## src/hw/rtl/rlbd_pkg.sv

```systemverilog
// Shared types and constants of the resistor ladder button decoder.
// Has no dependencies; every other file of the block imports it.
package rlbd_pkg;

    localparam int unsigned SampleWidth = 12;
    localparam int unsigned LevelWidth  = 11;
    localparam int unsigned MaskWidth   = 6;

    // Converter full scale maps to this many millivolts.
    localparam int unsigned FullMv   = 1800;
    localparam int unsigned FullCode = 4095;
    localparam int unsigned ProdWidth = SampleWidth + LevelWidth;

    localparam logic [LevelWidth-1:0] LIMIT_RESET = 11'd20;
    localparam logic [LevelWidth-1:0] BATTERY_MV  = 11'd100;

    typedef enum logic [2:0] {
        BTN_UP    = 3'd0,
        BTN_ENTER = 3'd1,
        BTN_DOWN  = 3'd2,
        BTN_RIGHT = 3'd3,
        BTN_LEFT  = 3'd4,
        BTN_BACK  = 3'd5,
        BTN_NONE  = 3'd6
    } button_t;

    typedef struct packed {
        logic [LevelWidth-1:0] level_mv;
        logic                  battery_read_enable;
        logic                  sample_stable;
        button_t               button_code;
        logic [MaskWidth-1:0]  pressed_mask;
    } result_t;

endpackage

```

## src/hw/rtl/rlbd_eval.sv

```systemverilog
// Combinational evaluation of one ladder sample: scaling, settle check, classification.
// Depends on rlbd_pkg for the button codes and the result layout.
module rlbd_eval
    import rlbd_pkg::*;
(
    input  logic [SampleWidth-1:0] adc_sample,
    input  logic [LevelWidth-1:0]  previous_level,
    input  logic [LevelWidth-1:0]  stable_limit,
    input  button_t                held_button,
    output button_t                held_next,
    output result_t                result
);

    logic [ProdWidth-1:0]  prod;
    logic [ProdWidth-1:0]  est_sum;
    logic [LevelWidth-1:0] quot_est;
    logic [ProdWidth-1:0]  quot_times;
    logic [ProdWidth-1:0]  remainder;
    logic [LevelWidth-1:0] level;
    logic [LevelWidth-1:0] diff;
    logic                  settled;
    button_t               level_class;
    logic [MaskWidth-1:0]  mask;

    // Windows are open: both bounds excluded.
    function automatic button_t classify(input logic [LevelWidth-1:0] mv);
        button_t code;
        code = BTN_NONE;
        if (mv > 11'd174 && mv < 11'd274)
            code = BTN_UP;
        else if (mv > 11'd322 && mv < 11'd422)
            code = BTN_ENTER;
        else if (mv > 11'd525 && mv < 11'd625)
            code = BTN_DOWN;
        else if (mv > 11'd850 && mv < 11'd950)
            code = BTN_RIGHT;
        else if (mv > 11'd1229 && mv < 11'd1329)
            code = BTN_LEFT;
        else if (mv > 11'd1434 && mv < 11'd1534)
            code = BTN_BACK;
        return code;
    endfunction

    // Divide by 4095 as x/4096 * (1 + 1/4096); the estimate is at most one low,
    // so a single remainder compare fixes it.
    always_comb
    begin
        prod       = ProdWidth'(adc_sample) * ProdWidth'(FullMv);
        est_sum    = prod + (prod >> SampleWidth);
        quot_est   = est_sum[ProdWidth-1:SampleWidth];
        quot_times = {quot_est, {SampleWidth{1'b0}}} - ProdWidth'(quot_est);
        remainder  = prod - quot_times;
        if (remainder >= ProdWidth'(FullCode))
            level = quot_est + 1'b1;
        else
            level = quot_est;
    end

    always_comb
    begin
        if (level > previous_level)
            diff = level - previous_level;
        else
            diff = previous_level - level;
        settled     = diff < stable_limit;
        level_class = classify(level);
        held_next   = settled ? level_class : held_button;
    end

    always_comb
    begin
        case (held_next)
            BTN_UP:    mask = 6'b000001;
            BTN_ENTER: mask = 6'b000010;
            BTN_DOWN:  mask = 6'b000100;
            BTN_RIGHT: mask = 6'b001000;
            BTN_LEFT:  mask = 6'b010000;
            BTN_BACK:  mask = 6'b100000;
            default:   mask = 6'b000000;
        endcase
    end

    always_comb
    begin
        result.pressed_mask        = mask;
        result.button_code         = held_next;
        result.sample_stable       = settled;
        result.battery_read_enable = level <= BATTERY_MV;
        result.level_mv            = level;
    end

endmodule

```

## src/hw/rtl/resistor_ladder_button_decoder_top.sv

```systemverilog
// Top level of the resistor ladder button decoder: stream ports, registers, state.
// Depends on rlbd_pkg and rlbd_eval.
//
// Channel   Direction  Bits  Contents
// s_axis    in         16    adc_sample
// m_axis    out        24    pressed_mask, button_code, sample_stable,
//                            battery_read_enable, level_mv
// cfg       in         11    stable_limit write
//
// A result passes through the input register and the result register, with the
// scaling, settle check and window classification between them. The block sustains
// one transaction per cycle while m_tready is high. The result register holds its
// transaction while m_tready is low, and the input register takes one more sample
// during a stall.
// Reset clears both valid flags, the previous level to zero, the held button to
// none and the stable limit to 20 mV.
module resistor_ladder_button_decoder_top
    import rlbd_pkg::*;
(
    input  logic        clk,
    input  logic        rst_n,
    // Input stream. tdata: [11:0] adc_sample, [15:12] zero.
    input  logic        s_tvalid,
    output logic        s_tready,
    input  logic [15:0] s_tdata,
    // Result stream. tdata: [5:0] pressed_mask, [8:6] button_code,
    // [9] sample_stable, [10] battery_read_enable, [21:11] level_mv, [23:22] zero.
    output logic        m_tvalid,
    input  logic        m_tready,
    output logic [23:0] m_tdata,
    // Stable limit register write.
    input  logic        cfg_wr_en,
    input  logic [10:0] cfg_wr_data
);

    logic                   in_valid_reg;
    logic [SampleWidth-1:0] sample_reg;
    logic                   out_valid_reg;
    result_t                result_reg;
    logic [LevelWidth-1:0]  previous_level_reg;
    logic [LevelWidth-1:0]  previous_level_next;
    button_t                held_button_reg;
    button_t                held_button_next;
    logic [LevelWidth-1:0]  stable_limit_reg;
    result_t                result_next;
    logic                   out_free;
    logic                   advance;
    logic                   in_take;

    // The result register can take a new transaction when it is empty or being drained.
    assign out_free = !out_valid_reg || m_tready;
    assign advance  = in_valid_reg && out_free;
    assign s_tready = !in_valid_reg || advance;
    assign in_take  = s_tvalid && s_tready;

    rlbd_eval u_eval
    (
        .adc_sample     (sample_reg),
        .previous_level (previous_level_reg),
        .stable_limit   (stable_limit_reg),
        .held_button    (held_button_reg),
        .held_next      (held_button_next),
        .result         (result_next)
    );

    assign previous_level_next = result_next.level_mv;

    always_ff @(posedge clk or negedge rst_n)
    begin
        if (!rst_n)
        begin
            in_valid_reg       <= 1'b0;
            out_valid_reg      <= 1'b0;
            previous_level_reg <= '0;
            held_button_reg    <= BTN_NONE;
            stable_limit_reg   <= LIMIT_RESET;
        end
        else
        begin
            if (s_tready)
                in_valid_reg <= s_tvalid;
            if (out_free)
                out_valid_reg <= in_valid_reg;
            // State moves with the sample as it enters the result register.
            if (advance)
            begin
                previous_level_reg <= previous_level_next;
                held_button_reg    <= held_button_next;
            end
            if (cfg_wr_en)
                stable_limit_reg <= cfg_wr_data;
        end
    end

    // Payload registers carry no reset.
    always_ff @(posedge clk)
    begin
        if (in_take)
            sample_reg <= s_tdata[SampleWidth-1:0];
        if (advance)
            result_reg <= result_next;
    end

    assign m_tvalid = out_valid_reg;
    assign m_tdata  = {2'b00, result_reg};

endmodule
```

## config.mk

```make
export PLATFORM = sky130hd
export DESIGN_NAME = resistor_ladder_button_decoder_top
export DESIGN_NICKNAME = d
export VERILOG_FILES = /design/src/hw/rtl/rlbd_pkg.sv /design/src/hw/rtl/rlbd_eval.sv /design/src/hw/rtl/resistor_ladder_button_decoder_top.sv
export SDC_FILE = /design/constraint.sdc
export NUM_CORES = 1
export LEC_CHECK = 0
export ABC_AREA = 1
export BUFFER_PORTS_ARGS = -buffer_cell sky130_fd_sc_hd__buf_2
export CAP_MARGIN = 10
export CORE_MARGIN = 2
export CORE_UTILIZATION = 45
export CTS_CLUSTER_DIAMETER = 200
export DETAILED_ROUTE_END_ITERATION = 10
export MAX_ROUTING_LAYER = met4
export PLACE_DENSITY = 0.73
export SYNTH_ARGS = -nofsm -noshare
export SYNTH_HDL_FRONTEND = slang
export SYNTH_SLANG_ARGS = --single-unit
```

## constraint.sdc

```tcl
create_clock -name clk -period 31.9 [get_ports clk]
set_input_delay 3.19 -clock clk [delete_from_list [all_inputs] [get_ports clk]]
set_output_delay 3.19 -clock clk [all_outputs]
set_load 0.02 [all_outputs]
```

==> results.json <==
{
  "synth_top_family_by_area": "simple AND/OR/NAND/NOR gates",
  "cts_buffers": 9,
  "seq_area_frac_synth_pct": 21.5,
  "synth_compound_area_share_pct": 9.02,
  "vias_per_cell": 5.08,
  "crit_buf_inv": 10,
  "ys_ff_latch": 61,
  "relSlewSlack_pct": 32.1,
  "cts_setup_buffers": 0,
  "ys_types": 48,
  "die_w_um": 137,
  "vias": 7128,
  "regArea_um2": 1700,
  "clock_latency_ns": 0.34,
  "grt_pass1_wl_um": 30600,
  "cts_buffer_depth": 2,
  "synth_fa_ha_area_share_pct": 24.8,
  "setup_viol": 0,
  "syn_area_um2": 7920,
  "hold_path_class": "flip-flop to flip-flop",
  "path_delay_family": "adder cells",
  "largest_reg_flops": 22,
  "ys.flop_type": "edfxtp_1",
  "place.port_buffers": 51,
  "hold_violations": 0,
  "insertedDiodeCount": 0,
  "synth_edf_count": 34,
  "cts_root_buf": "clkbuf_16",
  "place_area_um2": 8380,
  "drv_cap": 0,
  "cp_slowest_stage_delay_ns": 0.56,
  "synthMuxAreaShare_pct": 0.395,
  "fmax_mhz": 74.8,
  "grt_start_max_net_pins": 32,
  "end_kind": "flip-flop",
  "area_growth_pct": 10.0,
  "cp.arrival_ns": 13.45,
  "finalClockSkew_ns": 0.00465,
  "ys_warn_count": 0,
  "finalMaxSlewViolations": 0,
  "reg2reg_depth": 69,
  "rsz0062_at_grt": "no",
  "die_y_um": 137,
  "hold_depth": 2,
  "dp_hpwl_um": 15300,
  "crit_required_ns": 31.98,
  "overflow": 0,
  "crit_top_cell": "nand2_1",
  "design_area_um2": 8710,
  "outcome": "complete, no violations",
  "slowest_stage": "fa_1",
  "cts_tree": "yes",
  "coreArea_um2": 17200,
  "start_kind": "flip-flop",
  "ios": 58,
  "yosys.area_share.simple_pct": 30.3,
  "cp.depth": 69,
  "tns_ns": 0,
  "drive_above_1_share_pct": 10.5,
  "fin_crit_sh_pct": 41.9,
  "hold_buffers": 0,
  "die-area_um2": 18700,
  "layout.nets": 1350,
  "path_max_fanout": 21,
  "syn_avg_cell_area_um2": 7.07,
  "post_cts_resized": 0,
  "grtUsageTotal_pct": 21.1,
  "cts.clk_slew.worst_paths_ns": 0.06,
  "drt_iter0_markers": 452,
  "multi_input_area_um2": 5400,
  "start_util_pct": 45.9,
  "gp_congestion": 0.930,
  "tightest_slew_ns": 1.01,
  "wl_um": 18300,
  "synth_xor_area_share_pct": 3.67,
  "numClockSinks": 61,
  "htree_levels": 3,
  "num_rows": 48,
  "drcViolationCount": 0,
  "firstDrtPassIters": 5,
  "setup_slack_ns": 18.53,
  "place_ws_ns": 18.71,
  "path_class": "flip-flop to flip-flop",
  "post_drt_wl_per_cell_um": 13.1,
  "detail-route-antenna-nets": 0,
  "antenna_found_initial": 0,
  "grt_pass1_vias": 6575,
  "synthArstFlopShare_pct": 44.3,
  "min_period_ns": 13.37,
  "syn-instance-count": 1120,
  "fillers": 1680
}
==> worst paths after layout <==
| kind | end | start | slack (ns) |
|---|---|---|---|
| setup / recovery | m_tdata[3] | sample_reg[1] | 18.53 |
| min in group asynchronous | stable_limit_reg[6] | rst_n | 2.86 |
| max in group asynchronous | held_button_reg[0] | rst_n | 28.62 |
| setup reg to reg | m_tdata[3] | sample_reg[1] | 18.53 |
| hold reg to reg | held_button_reg[1] | held_button_reg[1] | 0.47 |
| hold / removal | held_button_reg[1] | held_button_reg[1] | 0.47 |
==> layout by cell type (no fill, tap or decap), types with 2 or more instances in the layout <==
cell and n:
edfxtp_1 34, nor4_1 4, a21oi_1 52, a31oi_1 5, inv_1 189, bufinv_16 2
o211ai_1 2, nand3b_1 8, xor2_1 18, nand2_4 4, nor3_1 9, inv_6 4
buf_2 51, nand3_2 7, clkbuf_16 9, dfrtp_1 23, nand3_1 66, ha_1 128
dfstp_2 4, inv_2 8, xnor2_1 12, mux2i_1 2, nand2_2 17, o21ai_0 50
nand2_1 297, a21o_1 4, nor2_1 87, a211oi_1 2, conb_1 2, nand4_1 24
o21ai_1 2, fa_1 18, o21bai_1 5, nor2_2 11, a221oi_1 2
==> cell families (layout without fill, tap and decap cells) <==
kind of cell,count (synthesis),count (layout)
AND/OR/NAND/NOR,539,539
adder cells (fa/ha/maj),146,146
AO/OA/AOI/OAI,130,130
other,1,2
buffers and inverters,209,265
multiplexers,3,3
flip-flops,61,61
XOR/XNOR,31,31
==> worst reg2reg max path: cells and delay by family, from the launching register on <==
kind | cells | cell delay, ns
XOR/XNOR | 2 | 0.52
AND/OR/NAND/NOR | 32 | 3.84
buffers and inverters | 10 | 1.18
AO/OA/AOI/OAI | 14 | 3.13
flip-flops | 1 | 0.48
adder cells (fa/ha/maj) | 11 | 3.94
==> cells in the mapped netlist (11+ instances only) <==
master	number	area share, %
nand2_2	17	1.3
inv_1	189	9.0
nand4_1	24	1.9
xnor2_1	12	1.3
nand3_1	66	4.2
nor2_1	87	4.1
ha_1	128	20
xor2_1	18	2.0
a21oi_1	52	3.3
fa_1	18	4.6
o21ai_0	50	3.2
dfrtp_1	23	7.3
nor2_2	11	0.87
edfxtp_1	34	13
nand2_1	297	14
==> per-layer routing <==
layer / GRT usage, % / up-vias / share of wire (%)
met5: - / - / 0
met4: 4.28 / 0 / 1.3
met3: 3.63 / 20 / 4.7
met2: 31.9 / 162 / 44
met1: 29.7 / 3214 / 50
li1: - / 3732 / -
==> per-stage QoR <==
| stage | util [%] | cells | hold slack (ns) |
|---|---|---|---|
| finish | 50.5 | 1402 | 0.471 |
| global route | 50.5 | 1402 | 0.501 |
| CTS | 50.5 | 1402 | 0.473 |
| detailed placement | 48.6 | 1386 | 0.463 |
| global placement | 48.6 | 1386 | 0.460 |
| floorplan | - | 1121 | 0.448 |
==> area by class of cell <==
cell class / count / area share (%)
multi-input cells: 851 / 62.0
flip-flops and latches: 61 / 19.5
inverters: 198 / 8.53
well taps: 225 / 3.23
repair buffers: 51 / 2.93
clock buffers: 9 / 2.59
clock inverters: 7 / 1.19
Power is not shown: default switching activity piles up to over one toggle a cycle in this logic, so the estimate is an artifact.
